[src/rtl/core/uabf_pkg.sv]
`timescale 1ns / 1ps

package uabf_pkg;

   localparam int RING_DEPTH = 32;
   localparam int PTR_W = $clog2(RING_DEPTH);

   localparam logic [1:0] CMD_FRAME_RX  = 2'd0;
   localparam logic [1:0] CMD_HOST_READ = 2'd1;
   localparam logic [1:0] CMD_HOST_SEND = 2'd2;
   localparam logic [1:0] CMD_TX_READY  = 2'd3;

   localparam int ERR_FRAME_BIT    = 0;
   localparam int ERR_OVERRUN_BIT  = 1;
   localparam int ERR_PARITY_BIT   = 2;
   localparam int ERR_OVERFLOW_BIT = 3;

   typedef logic [PTR_W-1:0] ptr_type;

   typedef struct packed {
      logic [1:0] command;
      logic [7:0] data_byte;
      logic       line_frame_error;
      logic       line_overrun;
      logic       line_parity_error;
   } req_type;

   typedef struct packed {
      logic       read_valid;
      logic [7:0] read_byte;
      logic       err_frame;
      logic       err_overrun;
      logic       err_parity;
      logic       err_ring_overflow;
      logic       send_accepted;
      logic       line_out_valid;
      logic [7:0] line_out_byte;
      logic       transmit_active;
   } rsp_type;

   typedef struct packed {
      logic       wr_en;
      ptr_type    wr_addr;
      logic [7:0] wr_data;
      logic       rd_en;
      ptr_type    rd_addr;
   } ram_op_type;

   typedef struct packed {
      logic       read_valid;
      logic [3:0] errors;
      logic       send_accepted;
      logic       line_out_valid;
      logic       transmit_active;
   } info_type;

endpackage

[src/rtl/core/uart_buffered_fifo_pair.sv]
`timescale 1ns / 1ps

// Receive and transmit byte rings for a serial port, each holding up to
// RING_DEPTH-1 bytes in a one-port-read, one-port-write memory.
// The req_ channel carries one command word: a received frame, a host read,
// a host send or a transmitter-ready event. Every command returns exactly
// one word on the rsp_ channel, in order.
// A command is accepted when req_valid and req_ready are both high; its
// response is valid in the next cycle, read straight from the ring memory's
// output register. A new command is taken every cycle while the response side
// keeps up, so the sustained rate is one word per cycle; each command makes
// at most one memory access.
// If the receiver stalls, the pending response holds and req_ready drops
// until it is taken; a response being taken frees the slot in that cycle.
// Reset empties both rings, clears the sticky error flags and the transmit
// active flag, and drops any pending response. No clearing pass is needed.
module uart_buffered_fifo_pair (
   input  logic              clock,
   input  logic              reset,
   input  logic              req_valid,
   output logic              req_ready,
   input  uabf_pkg::req_type req_word,
   output logic              rsp_valid,
   input  logic              rsp_ready,
   output uabf_pkg::rsp_type rsp_word
);

   logic                 accept;
   logic                 rsp_valid_ff, rsp_valid_in;
   uabf_pkg::ram_op_type rx_op, tx_op;
   uabf_pkg::info_type   info;
   logic [7:0]           rx_rd_data, tx_rd_data;

   assign req_ready = !rsp_valid_ff || rsp_ready;
   assign accept    = req_valid && req_ready;

   uabf_ctrl u_ctrl (
      .clock  (clock),
      .reset  (reset),
      .accept (accept),
      .req    (req_word),
      .rx_op  (rx_op),
      .tx_op  (tx_op),
      .info   (info)
   );

   uabf_ring_ram u_rx_ram (
      .clock   (clock),
      .op      (rx_op),
      .rd_data (rx_rd_data)
   );

   uabf_ring_ram u_tx_ram (
      .clock   (clock),
      .op      (tx_op),
      .rd_data (tx_rd_data)
   );

   always_comb begin
      rsp_valid_in = rsp_valid_ff;
      if (accept) begin
         rsp_valid_in = 1'b1;
      end else if (rsp_ready) begin
         rsp_valid_in = 1'b0;
      end
   end

   always_ff @(posedge clock) begin
      if (reset) begin
         rsp_valid_ff <= 1'b0;
      end else begin
         rsp_valid_ff <= rsp_valid_in;
      end
   end

   assign rsp_valid = rsp_valid_ff;

   always_comb begin
      rsp_word                   = '0;
      rsp_word.read_valid        = info.read_valid;
      rsp_word.read_byte         = info.read_valid ? rx_rd_data : 8'd0;
      rsp_word.err_frame         = info.errors[uabf_pkg::ERR_FRAME_BIT];
      rsp_word.err_overrun       = info.errors[uabf_pkg::ERR_OVERRUN_BIT];
      rsp_word.err_parity        = info.errors[uabf_pkg::ERR_PARITY_BIT];
      rsp_word.err_ring_overflow = info.errors[uabf_pkg::ERR_OVERFLOW_BIT];
      rsp_word.send_accepted     = info.send_accepted;
      rsp_word.line_out_valid    = info.line_out_valid;
      rsp_word.line_out_byte     = info.line_out_valid ? tx_rd_data : 8'd0;
      rsp_word.transmit_active   = info.transmit_active;
   end

   a_one_action : assert property (@(posedge clock) disable iff (reset)
      rsp_valid |-> $countones({rsp_word.read_valid, rsp_word.send_accepted,
                                rsp_word.line_out_valid}) <= 1)
      else $error("more than one ring action in a response");

   a_send_activates : assert property (@(posedge clock) disable iff (reset)
      rsp_valid && rsp_word.send_accepted |-> rsp_word.transmit_active)
      else $error("accepted send left transmitter inactive");

   a_pop_while_active : assert property (@(posedge clock) disable iff (reset)
      rsp_valid && rsp_word.line_out_valid |-> rsp_word.transmit_active)
      else $error("byte handed out while transmitter inactive");

   a_accept_gives_rsp : assert property (@(posedge clock) disable iff (reset)
      accept |=> rsp_valid)
      else $error("accepted command produced no response");

endmodule

[src/rtl/core/uabf_ring_ram.sv]
`timescale 1ns / 1ps

module uabf_ring_ram (
   input  logic                 clock,
   input  uabf_pkg::ram_op_type op,
   output logic [7:0]           rd_data
);

   logic [7:0] mem [uabf_pkg::RING_DEPTH];
   logic [7:0] rd_data_ff;

   always_ff @(posedge clock) begin
      if (op.wr_en) begin
         mem[op.wr_addr] <= op.wr_data;
      end
      if (op.rd_en) begin
         rd_data_ff <= mem[op.rd_addr];
      end
   end

   assign rd_data = rd_data_ff;

endmodule

[src/rtl/core/uabf_ctrl.sv]
`timescale 1ns / 1ps

module uabf_ctrl (
   input  logic                 clock,
   input  logic                 reset,
   input  logic                 accept,
   input  uabf_pkg::req_type    req,
   output uabf_pkg::ram_op_type rx_op,
   output uabf_pkg::ram_op_type tx_op,
   output uabf_pkg::info_type   info
);

   uabf_pkg::ptr_type  rx_wp_ff, rx_wp_in, rx_rp_ff, rx_rp_in;
   uabf_pkg::ptr_type  tx_wp_ff, tx_wp_in, tx_rp_ff, tx_rp_in;
   uabf_pkg::ptr_type  rx_wp_next, rx_rp_next, tx_wp_next, tx_rp_next;
   logic [3:0]         sticky_ff, sticky_in;
   logic               tx_en_ff, tx_en_in;
   uabf_pkg::info_type info_ff, info_in;
   logic [3:0]         line_errors;

   assign rx_wp_next = rx_wp_ff + uabf_pkg::PTR_W'(1);
   assign rx_rp_next = rx_rp_ff + uabf_pkg::PTR_W'(1);
   assign tx_wp_next = tx_wp_ff + uabf_pkg::PTR_W'(1);
   assign tx_rp_next = tx_rp_ff + uabf_pkg::PTR_W'(1);

   always_comb begin
      line_errors = '0;
      line_errors[uabf_pkg::ERR_FRAME_BIT]   = req.line_frame_error;
      line_errors[uabf_pkg::ERR_OVERRUN_BIT] = req.line_overrun;
      line_errors[uabf_pkg::ERR_PARITY_BIT]  = req.line_parity_error;
   end

   always_comb begin
      rx_wp_in  = rx_wp_ff;
      rx_rp_in  = rx_rp_ff;
      tx_wp_in  = tx_wp_ff;
      tx_rp_in  = tx_rp_ff;
      sticky_in = sticky_ff;
      tx_en_in  = tx_en_ff;
      info_in   = '0;
      rx_op     = '0;
      tx_op     = '0;
      rx_op.wr_addr = rx_wp_next;
      rx_op.wr_data = req.data_byte;
      rx_op.rd_addr = rx_rp_next;
      tx_op.wr_addr = tx_wp_next;
      tx_op.wr_data = req.data_byte;
      tx_op.rd_addr = tx_rp_next;
      if (accept) begin
         case (req.command)
            uabf_pkg::CMD_FRAME_RX: begin
               if (rx_wp_next == rx_rp_ff) begin
                  sticky_in[uabf_pkg::ERR_OVERFLOW_BIT] = 1'b1;
               end else begin
                  rx_op.wr_en = 1'b1;
                  rx_wp_in    = rx_wp_next;
                  sticky_in   = sticky_ff | line_errors;
               end
            end
            uabf_pkg::CMD_HOST_READ: begin
               if (rx_wp_ff != rx_rp_ff) begin
                  rx_op.rd_en        = 1'b1;
                  rx_rp_in           = rx_rp_next;
                  info_in.read_valid = 1'b1;
                  info_in.errors     = sticky_ff;
                  sticky_in          = '0;
               end
            end
            uabf_pkg::CMD_HOST_SEND: begin
               if (tx_wp_next != tx_rp_ff) begin
                  tx_op.wr_en           = 1'b1;
                  tx_wp_in              = tx_wp_next;
                  tx_en_in              = 1'b1;
                  info_in.send_accepted = 1'b1;
               end
            end
            uabf_pkg::CMD_TX_READY: begin
               if (tx_wp_ff != tx_rp_ff) begin
                  tx_op.rd_en            = 1'b1;
                  tx_rp_in               = tx_rp_next;
                  info_in.line_out_valid = 1'b1;
               end else begin
                  tx_en_in = 1'b0;
               end
            end
            default: begin
               tx_en_in = tx_en_ff;
            end
         endcase
      end
      info_in.transmit_active = tx_en_in;
   end

   always_ff @(posedge clock) begin
      if (reset) begin
         rx_wp_ff  <= '0;
         rx_rp_ff  <= '0;
         tx_wp_ff  <= '0;
         tx_rp_ff  <= '0;
         sticky_ff <= '0;
         tx_en_ff  <= 1'b0;
      end else begin
         rx_wp_ff  <= rx_wp_in;
         rx_rp_ff  <= rx_rp_in;
         tx_wp_ff  <= tx_wp_in;
         tx_rp_ff  <= tx_rp_in;
         sticky_ff <= sticky_in;
         tx_en_ff  <= tx_en_in;
      end
   end

   always_ff @(posedge clock) begin
      if (accept) begin
         info_ff <= info_in;
      end
   end

   assign info = info_ff;

endmodule

[config.mk]
export PLATFORM = sky130hd
export DESIGN_NAME = uart_buffered_fifo_pair
export DESIGN_NICKNAME = d
export VERILOG_FILES = /design/src/rtl/core/uabf_pkg.sv /design/src/rtl/core/uart_buffered_fifo_pair.sv /design/src/rtl/core/uabf_ring_ram.sv /design/src/rtl/core/uabf_ctrl.sv
export SDC_FILE = /design/constraint.sdc
export NUM_CORES = 1
export LEC_CHECK = 0
export BUFFER_PORTS_ARGS = -buffer_cell sky130_fd_sc_hd__buf_4
export CAP_MARGIN = 20
export CORE_MARGIN = 1
export CORE_UTILIZATION = 44
export DETAILED_ROUTE_END_ITERATION = 16
export GPL_TIMING_DRIVEN = 0
export PLACE_DENSITY_LB_ADDON = 0.12
export RECOVER_POWER = 50
export SYNTH_ARGS = -nofsm -noshare
export SYNTH_HDL_FRONTEND = slang
export SYNTH_SLANG_ARGS = --single-unit
[constraint.sdc]
create_clock -name clock -period 2.61 [get_ports clock]
set_clock_uncertainty 0.15 [all_clocks]
set_input_delay 0.1305 -clock clock [delete_from_list [all_inputs] [get_ports clock]]
set_output_delay 0.1305 -clock clock [all_outputs]
set_load 0.01 [all_outputs]
## Word level (Yosys, flattened, before mapping)

Memory sizes are Yosys's and may differ from the RTL's. A register that Yosys moved wholly into a read port is not among the register bits.
Cells that the tools add are included.

- Add/subtract/negate cells: 4
- Equality and inequality tests: 9
- Muxes and demuxes: 29
- Bitwise logic cells: 2
- Reduce and logical (&&, ||, !) cells: 13

Operators with widths:

| cell | number |
|---|---|
| $mux W1 | 22 |
| $add A5 B1 Y5 const B | 4 |
| $mux W8 | 2 |
| $ne A5 B5 Y1 | 3 |
| $reduce_and A3 Y1 | 5 |
| $pmux W4 S2 | 1 |
| $eq A5 B5 Y1 | 1 |
| $mux W5 | 1 |
| $eq A2 B2 Y1 const B | 2 |
| $mux W4 | 1 |
| $or A4 B3 Y4 | 1 |
| $reduce_and A4 Y1 | 1 |
| $reduce_bool A2 Y1 | 2 |
| $mux W3 | 1 |
| $eq A2 B1 Y1 const B | 1 |
| $logic_not A2 Y1 | 1 |
| $ne A2 B1 Y1 const B | 1 |
| $ne A2 B2 Y1 const B | 1 |
| $pmux W1 S2 | 1 |
| $reduce_and A2 Y1 | 1 |
| $logic_and A1 B1 Y1 | 1 |
| $logic_not A1 Y1 | 1 |
| $logic_or A1 B1 Y1 | 1 |
| $not A1 Y1 | 1 |

- Register bits: 34
- Bits in writable memories: 512
- Bits of input ports: 17
- Word-level logic and storage cells: 72
- Memories kept: 2

Memory list:

| name | words | width | read ports | clocked after Yosys merged registers in | wr ports | RTL line | source |
|---|---|---|---|---|---|---|---|
| u_rx_ram.mem | 32 | 8 | 1 | 1 | 1 | uabf_ring_ram.sv:9 | `logic [7:0] mem [uabf_pkg::RING_DEPTH];` |
| u_tx_ram.mem | 32 | 8 | 1 | 1 | 1 | uabf_ring_ram.sv:9 |  |

## Logic depth before layout (Yosys ltp)

Gate-level depths: netlist of the first run.

- Depth after elaboration: 7
- Mapped depth: 8

## Hierarchy

Synthesis of the first run repeated with hierarchy kept, for this count alone.

- Cell total of the unflattened synthesis: 1074
- Area, all modules: 22452.8 um^2

Modules (own cells, without submodules):

| module | times used | cells an instance | area each (um^2) | sequential area each (um^2) |
|---|---|---|---|---|
| uabf_ring_ram | 2 | 417 | 10133.5 | 7927.6 |
| uabf_ctrl | 1 | 219 | 2030.7 | 740.7 |
| uart_buffered_fifo_pair | 1 | 21 | 155.1 | 20.0 |

## Least setup slack after synthesis of the first run

OpenSTA, ideal clock, no wires.

- Kind: register to register
- Start: register u_ctrl.tx_wp_ff[0]
- End: memory u_tx_ram.mem[18][0] (enable)
- Library setup time: 0.383 ns
- Data arrival time: 2.215 ns
- Setup slack: -0.138 ns
- Cell stages (with the launch flop): 8
- Path buffers: 0
- Clock period less this slack: 2.748 ns
- Path through: dfxtp_1 inv_1 ha_1 xor2_1 nor2_1 a41oi_4 nand3_2 nor3_1

RTL lines:

| element | RTL line | source |
|---|---|---|
| start, declared | uabf_ctrl.sv:14 | `uabf_pkg::ptr_type tx_wp_ff, tx_wp_in, tx_rp_ff, tx_rp_in;` |
| start signal, assigned | uabf_ctrl.sv:105 | `tx_wp_ff <= tx_wp_in;` |
| end, declared | uabf_ring_ram.sv:9 |  |

==> results of run 1 <==
==> kinds of logic (layout without fill, tap and decap cells) <==
kind of cell | after synthesis | in the layout
adders and majority gates | 12 | 12
xor gates and xnor gates | 33 | 33
muxes | 197 | 197
DFF | 562 | 562
AOI/OAI and AO/OA | 72 | 72
and+or+nand+nor | 190 | 190
buffers and inverters | 71 | 263
==> metal layers <==
metal  vias up  share of wire, %
met3        89               3.9
li1       4965                 -
met1      5772                42
met4         0               2.7
met2       259                52
met5         -                 0
==> cell usage after synthesis (13+ instances only) <==
cell / instances / area, um2
edfxtp_1: 536 / 16100
mux4_2: 128 / 2883
mux2i_1: 63 / 630.6
nor2_1: 53 / 198.9
and3_1: 34 / 212.7
nand2_1: 28 / 105.1
dfxtp_1: 26 / 520.5
and2_1: 21 / 131.4
xnor2_1: 18 / 157.7
buf_4: 17 / 127.6
a221oi_1: 16 / 140.1
buf_2: 16 / 80.08
clkbuf_1: 13 / 48.80
==> placed cells by master (no fill, tap or decap), drive strengths merged, types with 17 or more instances in the layout <==
cell type,synthesis,final
clkinv,1,27
nor2,53,53
and3,34,34
dfxtp,26,26
and2,21,21
dlygate4sd3,0,17
xnor2,20,20
nand2,28,28
clkbuf,15,103
mux2i,64,64
mux4,128,128
buf,42,98
edfxtp,536,536
==> area by class of cell <==
cell class	instances	area, um2
Tap cell	672	840.8
Clock buffer	68	1468
Inverter	14	56.30
Sequential cell	562	16630
Multi-Input combinational cell	504	6284
Clock inverter	31	224.0
Fill cell	4010	23680
Timing Repair Buffer	93	859.6
Buffer	57	437.9
==> what timing repair did <==
item,in CTS,in global routing
setup buffers,22,7
hold buffers,17,0
gates resized for setup,160,39
gates cloned,0,0
endpoints found under the hold margin,404,0
pin swaps,15,10
endpoints found under the setup margin,528,507
==> metrics by stage <==
stage	cell area (um2)	hold slack, ps	instances
floorplan	22710	79.37	1137
global placement	23860	223.2	1851
detailed placement	23900	230.6	1856
CTS	26620	89.81	1994
global route	26800	155.4	2001
finish	26800	120.4	2001
==> power groups by stage <==
stage | Combinational (uW) | Sequential (uW) | Clock (uW)
4_1_cts | 523 | 9910 | 7720
3_5_place_dp | 474 | 10100 | 0
6_report | 512 | 9920 | 7580
2_1_floorplan | 205 | 10100 | 0
5_1_grt | 551 | 9920 | 8090
3_3_place_gp | 463 | 10100 | 0
==> worst max path at each step <==
| stage | endpoint | slack [ps] | cells after the start |
|---|---|---|---|
| after floorplan | u_tx_ram.mem[18][0] | -140 | 7 |
| after global placement | u_tx_ram.mem[18][3] | -1000 | 6 |
| after detailed placement | u_tx_ram.mem[5][1] | -840 | 6 |
| after CTS | u_tx_ram.rd_data[1] | 0.3 | 7 |
| after global routing | u_tx_ram.mem[30][7] | -3 | 9 |
| final | u_tx_ram.mem[25][0] | 90 | 10 |
==> flip-flops by register name, indices dropped and copies added, names as in the netlist <==
| name | flops |
|---|---|
| u_ctrl.rx_rp_ff | 5 |
| u_ctrl.sticky_ff | 4 |
| u_ctrl.tx_wp_ff | 5 |
| u_ctrl.tx_rp_ff | 5 |
| u_ctrl.info | 8 |
| u_ctrl.rx_wp_ff | 5 |
| u_tx_ram.mem | 256 |
| u_ctrl.tx_en_ff | 1 |
| u_tx_ram.rd_data | 8 |
| u_rx_ram.mem | 256 |
| rsp_valid | 1 |
| u_rx_ram.rd_data | 8 |
==> critical path, cell delays in order, from the launching register on <==
cell and delay, ps:
dfxtp_4 380, clkinvlp_4 140, ha_4 290, xor2_1 140, nor2_1 80, a41oi_4 240
buf_6 160, nand3_4 70, buf_12 180, nor3_4 220, buf_12 150
==> qor.txt, run 1 <==
Type of origin of the critical path: flip-flop
Worst Path Arrival: 2670 ps
Hold Vio Cnt, Final: 0
Register share of total power: 55.1%
Fin util: 53.08%
CP Class: reg2reg
Comb power frac: 2.8%
Worst Tran Pin Value: 1511 ps
Diode count: 0
Routing usage on met2: 33.84%
CTS HTree Levels: 2
Synth Warn #: 0
TritonCTS clock tree: yes
First-pass GRT wire length: 74,870 um
Clock sinks: 562
Async SR Flop Fraction: 0%
Post-DP HPWL: 30,750 um
Initial Utilization: 44.94%
R2R cell count: 10
CORE AREA: 50,480 um2
Net Sw Power: 3665 uW
Mux contribution to synthesized area: 15.80%
Most used routing layer: met2
Final nets: 1,317
Largest family of logic cells by synthesized area: multiplexers
DRC errors left: 0
Xor/xnor share of the synthesized area: 1.473%
Worst endpoint required time: 2760 ps
PD cells: 672.1 nW/um2
Worst slack at placement: -839.3 ps
Row count: 82
Flop2flop setup slack: 90 ps
Int Power: 14,340 uW
Clk pwr share: 42.1%
Die Y: 229.1 um
Reg clk slew, reported paths: 60 ps
Lkg Pwr: 0.008518 uW
Fmax: 0.3968 GHz
Met3 Use GR: 2.627%
Largest fanout on the critical path: 8
Post-Syn Area per Cell: 19.95 um2
Sw frac: 20.35%
Hold Crit Class: in2reg
Number of max-cap violations: 1
Die footprint: 52,470 um2
Yosys reg bits: 562
Worst min-delay path startpoint: rsp_ready
Area share of and/or/nand/nor cells after synthesis: 4.412%
Placer Congestion: 0.8704
Seq/Total Area, Yosys: 73.24%
Hold Path End: u_ctrl.sticky_ff[3]
Pre-Repair DR Iteration Count: 5
I/O Buffers: 42
Overall power: 18,010 uW
Yosys cell types: 52
Post-Syn Area: 22,690 um2
EDFF count, synth: 536
Synth Area in Compound Gates: 2.664%
CP Launch Point: u_ctrl.tx_wp_ff[0]
Failing checks: capacitance limit, slew limit
Area share of fa/ha/maj cells after synthesis: 0.6618%
Fin crit period: 2520 ps
Largest net degree at the start of global routing: 65
Period utilisation layout: 96.55%
1st-iter DRT viols: 790
Reg-to-Reg Start: u_ctrl.tx_wp_ff[0]
Initial antenna violation count: 0
Post-Syn Instances: 1,137
Total GRT Usage: 19.53%
Setup tns final: 0 ps
Setup violators final: 0
Area Growth Syn to Fin: 18.11%
DIE WIDTH: 229.1 um
Worst reg2reg endpoint: u_tx_ram.mem[25][0]
Slew headroom: -0.7513%
TritonCTS buffer count: 56
DR vias: 11.09k
Crit. End Element: flip-flop
Status: finished with violations
Hold depth: 6
Post-Route WL: 50,230 um
Clock Tree Buf Depth: 3
Root Buffer: clkbuf_16
Grt met1 use: 25.22%
GRT overflow: 0
Avg WL per Cell: 25.10 um
Syn_nets: 1,166
Worst Setup Slack, final: 90.12 ps
Number of global-route vias before repair: 11.52k
Share of layout cells above drive strength 1: 32.20%
Skew-Pair Late Insertion Delay: 600 ps
Drt via density: 5.540
DRT antenna net count: 0
Ports: 43
Ys flop type: edfxtp_1
Peak supply drop: 0.6304 mV
Pins Over Slew Limit: 64
(Power assumes the default switching activity.)
==> inputs of run 2 (changes only) <==
--- a/config.mk
+++ b/config.mk
@@ -11,8 +11,8 @@
 export CORE_UTILIZATION = 44
 export DETAILED_ROUTE_END_ITERATION = 16
 export GPL_TIMING_DRIVEN = 0
-export PLACE_DENSITY_LB_ADDON = 0.12
 export RECOVER_POWER = 50
 export SYNTH_ARGS = -nofsm -noshare
 export SYNTH_HDL_FRONTEND = slang
+export SYNTH_HIERARCHICAL = 1
 export SYNTH_SLANG_ARGS = --single-unit
==> qor.txt, run 2 <==
Worst Tran Pin Value: 1628 ps (was 1511 ps)
I/O Buffers: 33 (was 42)
Number of global-route vias before repair: 11.89k (was 11.52k)
Die footprint: 51,940 um2 (was 52,470 um2)
Post-Syn Area per Cell: 20.91 um2 (was 19.95 um2)
Area Growth Syn to Fin: 26.48% (was 18.11%)
Fmax: 0.3634 GHz (was 0.3968 GHz)
Largest fanout on the critical path: 10 (was 8)
Top layer in use: met5 (was met4)
Async SR Flop Fraction: 0% (unchanged)
Clock Tree Buf Depth: 3 (unchanged)
Lkg Pwr: 0.009016 uW (was 0.008518 uW)
Delay-heaviest family, CP: multiplexers (was buffers and inverters)
Routed wl met2: 26,330 um (was 26,070 um)
Total GRT Usage: 20.37% (was 19.53%)
Pre-Repair DR Iteration Count: 4 (was 5)
Skew-Pair Late Insertion Delay: 600 ps (about the same)
Top flop regs: u_rx_ram/mem: 256 flops, u_tx_ram/mem: 256 flops (was u_rx_ram.mem: 256 flops, u_tx_ram.mem: 256 flops)
Post-Route WL: 51,710 um (was 50,230 um)
Worst slack at placement: -849.3 ps (was -839.3 ps)
Synth area leaders: edfxtp_1 (72%), mux4_2 (16%), dfxtp_1 (2.3%) (was edfxtp_1 (71%), mux4_2 (13%), mux2i_1 (2.8%))
Crit. End Element: flip-flop (unchanged)
Synth Warn #: 6 (was 0)
CORE AREA: 50,270 um2 (was 50,480 um2)
Fin crit period: 2751 ps (was 2520 ps)
Yosys cell types: 53 (was 52)
First-pass GRT wire length: 77,710 um (was 74,870 um)
Worst endpoint required time: 2820 ps (was 2760 ps)
Ports: 43 (unchanged)
Number of max-cap violations: 7 (was 1)
TritonCTS clock tree: yes (unchanged)
DRC errors left: 0 (unchanged)
Share of layout cells above drive strength 1: 41.59% (was 32.20%)
Reg clk slew, reported paths: 60 ps (about the same)
Die Y: 227.9 um (was 229.1 um)
Post-DP HPWL: 31,630 um (was 30,750 um)
Most frequent cells in the layout: edfxtp_1 (536), mux4_2 (160), buf_4 (83) (was edfxtp_1 (536), mux4_2 (128), clkbuf_16 (57))
Register Area: 16,650 um2 (was 16,630 um2)
Row count: 82 (unchanged)
Post-Syn Instances: 1,074 (was 1,137)
Setup violators final: 208 (was 0)
Failing checks: capacitance limit, slew limit, setup timing (was capacitance limit, slew limit)
Status: finished with violations (unchanged)
Yosys top cell area share: 71.69% (was 70.95%)
Largest net degree at the start of global routing: 33 (was 65)
Hold Crit Class: in2reg (unchanged)
DRT antenna net count: 0 (unchanged)
Synth top cells by count: edfxtp_1 (536), mux4_2 (160), nor2_1 (80), buf_4 (28), dfxtp_1 (26) (was edfxtp_1 (536), mux4_2 (128), mux2i_1 (63), nor2_1 (53), and3_1 (34))
Clock sinks: 562 (unchanged)
Initial antenna violation count: 1 (was 0)
Met3 routed WL: 1864 um (was 1938 um)
EDFF count, synth: 536 (unchanged)
Pins Over Slew Limit: 231 (was 64)
Post-Syn Area: 22,450 um2 (was 22,690 um2)
Most numerous cell in the Yosys netlist: edfxtp_1 (unchanged)
Peak supply drop: 0.5736 mV (was 0.6304 mV)
TritonCTS buffer count: 56 (unchanged)
Placer Congestion: 0.8264 (was 0.8704)
Type of origin of the critical path: flip-flop (unchanged)
Period utilisation layout: 105.4% (was 96.55%)
Hold Vio Cnt, Final: 0 (unchanged)
PD cells: 638.7 nW/um2 (was 672.1 nW/um2)
1st-iter DRT viols: 969 (was 790)
Worst Path Arrival: 2960 ps (was 2670 ps)
DIE WIDTH: 227.9 um (was 229.1 um)
Avg WL per Cell: 25.59 um (was 25.10 um)
Crit path top cell by count: mux4_2 (was buf_12)
CP peak stage delay: 550 ps (was 380 ps)
CTS HTree Levels: 2 (unchanged)
Commonest non-fill, non-tap cell in the layout: edfxtp_1 (unchanged)
GRT overflow: 0 (unchanged)
DR vias: 11.22k (was 11.09k)
Hold slack: 210.4 ps (was 120.4 ps)
Critical-path top delay cell: mux4_2 (was dfxtp_4)
Filler cells: 3,763 (was 4,010)
WL met1: 22,110 um (was 20,870 um)
Initial Utilization: 44.66% (was 44.94%)
Root Buffer: clkbuf_16 (unchanged)
Cell Chain, Critical Path: clkbuf_4 -> xor2_2 -> clkbuf_8 -> buf_12 -> clkbuf_16 -> mux4_2 -> mux4_2 -> mux2_4 (was clkinvlp_4 -> ha_4 -> xor2_1 -> nor2_1 -> a41oi_4 -> buf_6 -> nand3_4 -> buf_12 -> nor3_4 -> buf_12)
Worst Setup Slack, final: -141.5 ps (was 90.12 ps)
Cell taking the most area after synthesis: edfxtp_1 (unchanged)
Seq/Total Area, Yosys: 74.00% (was 73.24%)
Bufs and invs on worst path: 4 (unchanged)
Syn_nets: 1,095 (was 1,166)
Yosys reg bits: 562 (unchanged)
Diode count: 0 (unchanged)
Slew headroom: -8.540% (was -0.7513%)
Area of the multi-input gates: 6197 um2 (was 6284 um2)
Drt via density: 5.552 (was 5.540)
Final nets: 1,324 (was 1,317)
RSZ-0062 raised after global routing: true
Fin util: 56.49% (was 53.08%)
Ys flop type: edfxtp_1 (unchanged)
CP Class: reg2reg (unchanged)
-- run 2: cell types whose count changed after synthesis, sizes merged, moves of 15 or more --
cell / before / now
and3: 34 / 1
nor2: 53 / 80
mux4: 128 / 160
a221oi: 16 / 0
nand2: 28 / 6
mux2i: 64 / 4
mux2: 5 / 20
-- run 2: layout make-up --
class / count / area share (%)
Inverter: 14 / 0.2203
Multi-Input combinational cell: 431 / 21.82
Clock buffer: 77 / 5.212
Buffer: 61 / 2.137
Clock inverter: 27 / 0.9253
Tap cell: 672 / 2.961
Sequential cell: 562 / 58.64
Timing Repair Buffer: 177 / 8.076
-- run 2: routing by layer --
| layer | vias to the layer above | GRT usage (%) |
|---|---|---|
| li1 | 4853 | - |
| met1 | 6030 | 27.94 |
| met2 | 252 | 34.04 |
| met3 | 83 | 2.538 |
| met4 | 2 | 6.690 |
| met5 | - | 0 |
-- run 2: worst paths after layout --
| check | start | endpoint | slack, ps | cells after the start |
|---|---|---|---|---|
| min | req_word[1] | u_ctrl/sticky_ff[1] | 210 | 4 |
| max reg2reg | u_ctrl/rx_rp_ff[2] | u_rx_ram/rd_data[2] | -140 | 8 |
| max | u_ctrl/rx_rp_ff[2] | u_rx_ram/rd_data[2] | -140 | 8 |
| min reg2reg | u_ctrl/sticky_ff[1] | u_ctrl/sticky_ff[1] | 340 | 2 |
-- run 2: cells by family (layout without fill, tap and decap cells) --
logic type	count (synthesis)	in the layout	synth area share [%]
flops	562	562	74.00
simple gates	178	178	4.196
mux	184	184	17.25
buf+inv	81	356	1.995
fa+ha+maj	4	4	0.2229
xor+xnor	31	31	1.209
compound gates	34	34	1.126
-- run 2: report_power, final --
group	internal (uW)	switching (uW)
registers	9900	18.4
clock network	4370	3320
logic	209	322
total	14500	3660
-- run 2: per-stage QoR --
stage | total power [uW] | setup TNS (ps) | cell area, um2 | std cells
2_1_floorplan | 10370 | -3163 | 22720 | 1074
3_3_place_gp | 10550 | -311420 | 23810 | 1779
3_5_place_dp | 10560 | -322580 | 23810 | 1779
4_1_cts | 18340 | -25110 | 28180 | 2008
5_1_grt | 18680 | -28030 | 28400 | 2021
6_report | 18140 | -15300 | 28400 | 2021
-- run 2: worst register-to-register path, delay by kind of cell (launching register included) --
kind,cells,cell delay [ps]
DFF,1,320
xor gates and xnor gates,1,160
muxes,3,1190
buffers and inverters,4,710
-- run 2: what timing repair did --
item,4_1_cts,5_1_grt
cloned,8,0
pin swaps,64,35
setup endpoints to repair,528,500
setup buffers,103,18
hold buffers,18,0
gates resized for setup,204,37
endpoints found under the hold margin,542,0
==> inputs of run 3 (changes only) <==
--- a/config.mk
+++ b/config.mk
@@ -5,6 +5,7 @@
 export SDC_FILE = /design/constraint.sdc
 export NUM_CORES = 1
 export LEC_CHECK = 0
+export ABC_AREA = 1
 export BUFFER_PORTS_ARGS = -buffer_cell sky130_fd_sc_hd__buf_4
 export CAP_MARGIN = 20
 export CORE_MARGIN = 1
==> qor.txt, run 3 <==
Critical-path top delay cell: clkbuf_1 (was mux4_2)
CORE AREA: 53,710 um2 (was 50,270 um2)
I/O Buffers: 34 (was 33)
DIE WIDTH: 235.1 um (was 227.9 um)
TritonCTS clock tree: yes (unchanged)
Synth top cells by count: nand2_1 (810), edfxtp_1 (536), nand3_1 (428), nor2_1 (115), inv_1 (79) (was edfxtp_1 (536), mux4_2 (160), nor2_1 (80), buf_4 (28), dfxtp_1 (26))
Crit. End Element: flip-flop (unchanged)
Register Area: 16,620 um2 (was 16,650 um2)
Seq/Total Area, Yosys: 69.50% (was 74.00%)
Post-Syn Area: 23,910 um2 (was 22,450 um2)
EDFF count, synth: 536 (unchanged)
PD cells: 711.1 nW/um2 (was 638.7 nW/um2)
DRC errors left: 0 (unchanged)
Post-DP HPWL: 41,530 um (was 31,630 um)
Lkg Pwr: 0.01074 uW (was 0.009016 uW)
Filler cells: 4,599 (was 3,763)
Die Y: 235.1 um (was 227.9 um)
Area Growth Syn to Fin: 19.78% (was 26.48%)
Initial antenna violation count: 1 (unchanged)
Period utilisation layout: 96.22% (was 105.4%)
Number of max-cap violations: 15 (was 7)
TritonCTS buffer count: 59 (was 56)
CP Class: reg2reg (unchanged)
Peak supply drop: 0.5319 mV (was 0.5736 mV)
Worst Setup Slack, final: 98.78 ps (was -141.5 ps)
Pre-Repair DR Iteration Count: 6 (was 4)
Reg clk slew, reported paths: 60 ps (about the same)
Final nets: 2,375 (was 1,324)
Largest net degree at the start of global routing: 33 (unchanged)
Drt via density: 5.292 (was 5.552)
Hold Crit Class: in2reg (unchanged)
Slew headroom: -31.94% (was -8.540%)
DRT antenna net count: 0 (unchanged)
Inst Count DP: 2,910 (was 1,779)
Most numerous cell in the Yosys netlist: nand2_1 (was edfxtp_1)
Cell taking the most area after synthesis: edfxtp_1 (unchanged)
Yosys reg bits: 562 (unchanged)
Synth area leaders: edfxtp_1 (67%), nand2_1 (13%), nand3_1 (9.0%) (was edfxtp_1 (72%), mux4_2 (16%), dfxtp_1 (2.3%))
Setup tns final: 0 ps (was -15,300 ps)
Clock Tree Buf Depth: 3 (unchanged)
Initial Utilization: 44.52% (was 44.66%)
RSZ-0062 raised after global routing: false (was true)
Area of the multi-input gates: 6631 um2 (was 6197 um2)
Most frequent cells in the layout: nand2_1 (811), edfxtp_1 (536), nand3_1 (416) (was edfxtp_1 (536), mux4_2 (160), buf_4 (83))
Ports: 43 (unchanged)
Total GRT Usage: 23.19% (was 20.37%)
Share of layout cells above drive strength 1: 15.60% (was 41.59%)
Largest fanout on the critical path: 10 (unchanged)
Fin crit period: 2511 ps (was 2751 ps)
Post-Syn Area per Cell: 10.97 um2 (was 20.91 um2)
Worst slack at placement: -1009 ps (was -849.3 ps)
Post-Route WL: 63,810 um (was 51,710 um)
Type of origin of the critical path: flip-flop (unchanged)
CP peak stage delay: 450 ps (was 550 ps)
Failing checks: capacitance limit, slew limit (was capacitance limit, slew limit, setup timing)
Synth Warn #: 6 (unchanged)
Top flop regs: u_rx_ram/mem: 256 flops, u_tx_ram/mem: 256 flops (unchanged)
Worst Path Arrival: 2750 ps (was 2960 ps)
Skew-Pair Late Insertion Delay: 630 ps (was 600 ps)
Async SR Flop Fraction: 0% (unchanged)
Avg WL per Cell: 20.58 um (was 25.59 um)
Fmax: 0.3982 GHz (was 0.3634 GHz)
Pins Over Slew Limit: 495 (was 231)
GRT overflow: 0 (unchanged)
DR vias: 16.40k (was 11.22k)
Crit path top cell by count: nand2_1 (was mux4_2)
Yosys cell types: 25 (was 53)
Commonest non-fill, non-tap cell in the layout: nand2_1 (was edfxtp_1)
Post-Syn Instances: 2,180 (was 1,074)
Placer Congestion: 0.9021 (was 0.8264)
Die footprint: 55,270 um2 (was 51,940 um2)
Fin util: 53.32% (was 56.49%)
Worst endpoint required time: 2850 ps (was 2820 ps)
Setup violators final: 0 (was 208)
Diode count: 0 (unchanged)
Number of global-route vias before repair: 16.13k (was 11.89k)
Worst Tran Pin Value: 1979 ps (was 1628 ps)
CTS HTree Levels: 2 (unchanged)
1st-iter DRT viols: 1,352 (was 969)
Row count: 85 (was 82)
Yosys top cell area share: 67.32% (was 71.69%)
Cell Chain, Critical Path: ha_1 -> inv_2 -> clkbuf_1 -> nand3_1 -> nand3_1 -> nand2_1 -> nand2_1 -> nand2_1 -> nand2_1 -> nand2_1 (was clkbuf_4 -> xor2_2 -> clkbuf_8 -> buf_12 -> clkbuf_16 -> mux4_2 -> mux4_2 -> mux2_4)
Clock sinks: 562 (unchanged)
Hold Vio Cnt, Final: 0 (unchanged)
Status: finished with violations (unchanged)
Root Buffer: clkbuf_16 (unchanged)
First-pass GRT wire length: 96,540 um (was 77,710 um)
Fin cells: 3,100 (was 2,021)
Syn_nets: 2,201 (was 1,095)
Ys flop type: edfxtp_1 (unchanged)
run 3: changes by cell type after synthesis, sizes merged, moves of 10 or more:
cell / change
and2: -21
buf: +63
inv: +74
mux2: -20
mux4: -160
nand2: +808
nand2b: -14
nand3: +418
nand3b: -10
nor2: +38
or3: -10
xnor2: -20
run 3: final timing paths:
kind | start | to | slack, ps | depth (start not counted)
max reg2reg | u_ctrl/rx_rp_ff[1] | u_rx_ram/rd_data[0] | 100 | 10
max | u_ctrl/rx_rp_ff[1] | u_rx_ram/rd_data[0] | 100 | 10
min | reset | u_ctrl/rx_rp_ff[0] | 160 | 3
min reg2reg | u_ctrl/sticky_ff[3] | u_ctrl/sticky_ff[3] | 310 | 2
run 3: per-stage QoR:
| step | hold slack, ps | cell area, um2 | power (uW) |
|---|---|---|---|
| floorplan | 49.57 | 23910 | 11360 |
| global placement | 217.4 | 25040 | 11980 |
| detailed placement | 222.6 | 25040 | 12010 |
| CTS | 105.0 | 28610 | 20500 |
| global route | 176.6 | 28640 | 21040 |
| finish | 160.5 | 28640 | 20360 |
run 3: worst max-delay path: cells and delay by family, from the launching register on:
kind | cells | cell delay, ps
AND/OR/NAND/NOR | 7 | 690
buffers and inverters | 2 | 710
adder cells (fa/ha/maj) | 1 | 300
flip-flops | 1 | 430
run 3: kinds of logic (layout without fill, tap and decap cells):
group	after synthesis	count (layout)	share of synthesized area [%]
fa+ha+maj	4	4	0.2093
compound gates	20	20	0.4187
simple gates	1366	1366	23.90
xor+xnor	14	14	0.5129
flops	562	562	69.50
buf+inv	214	438	5.458
run 3: area by class of cell:
cell class | count | share of cell area [%]
Inverter | 88 | 1.188
Clock inverter | 41 | 1.490
Sequential cell | 562 | 58.05
Tap cell | 696 | 3.041
Clock buffer | 70 | 5.300
Buffer | 126 | 3.233
Multi-Input combinational cell | 1404 | 23.16
Timing Repair Buffer | 113 | 4.540
run 3: power breakdown:
group / internal, uW / switching, uW / leakage (uW)
sequential: 9960 / 39.1 / 0.00504
combinational: 583 / 1370 / 0.00476
clock: 4870 / 3540 / 0.000938
total: 15400 / 4950 / 0.0107
run 3: repair_timing:
action	CTS	global route
gates resized for setup	151	32
hold endpoints to repair	557	0
pin swaps	54	7
endpoints found under the setup margin	517	528
setup buffers	56	4
cloned	0	0
hold buffers	19	0
run 3: layer usage:
layer / part of all wire (%) / global-route usage (%) / up-vias / routed length (um)
met2: 49 / 39.71 / 525 / 31520
met4: 3.2 / 7.935 / 2 / 2022
li1: - / - / 7789 / -
met1: 42 / 30.56 / 7966 / 26920
met5: 0.020 / 0 / - / 13
met3: 5.2 / 2.826 / 122 / 3325
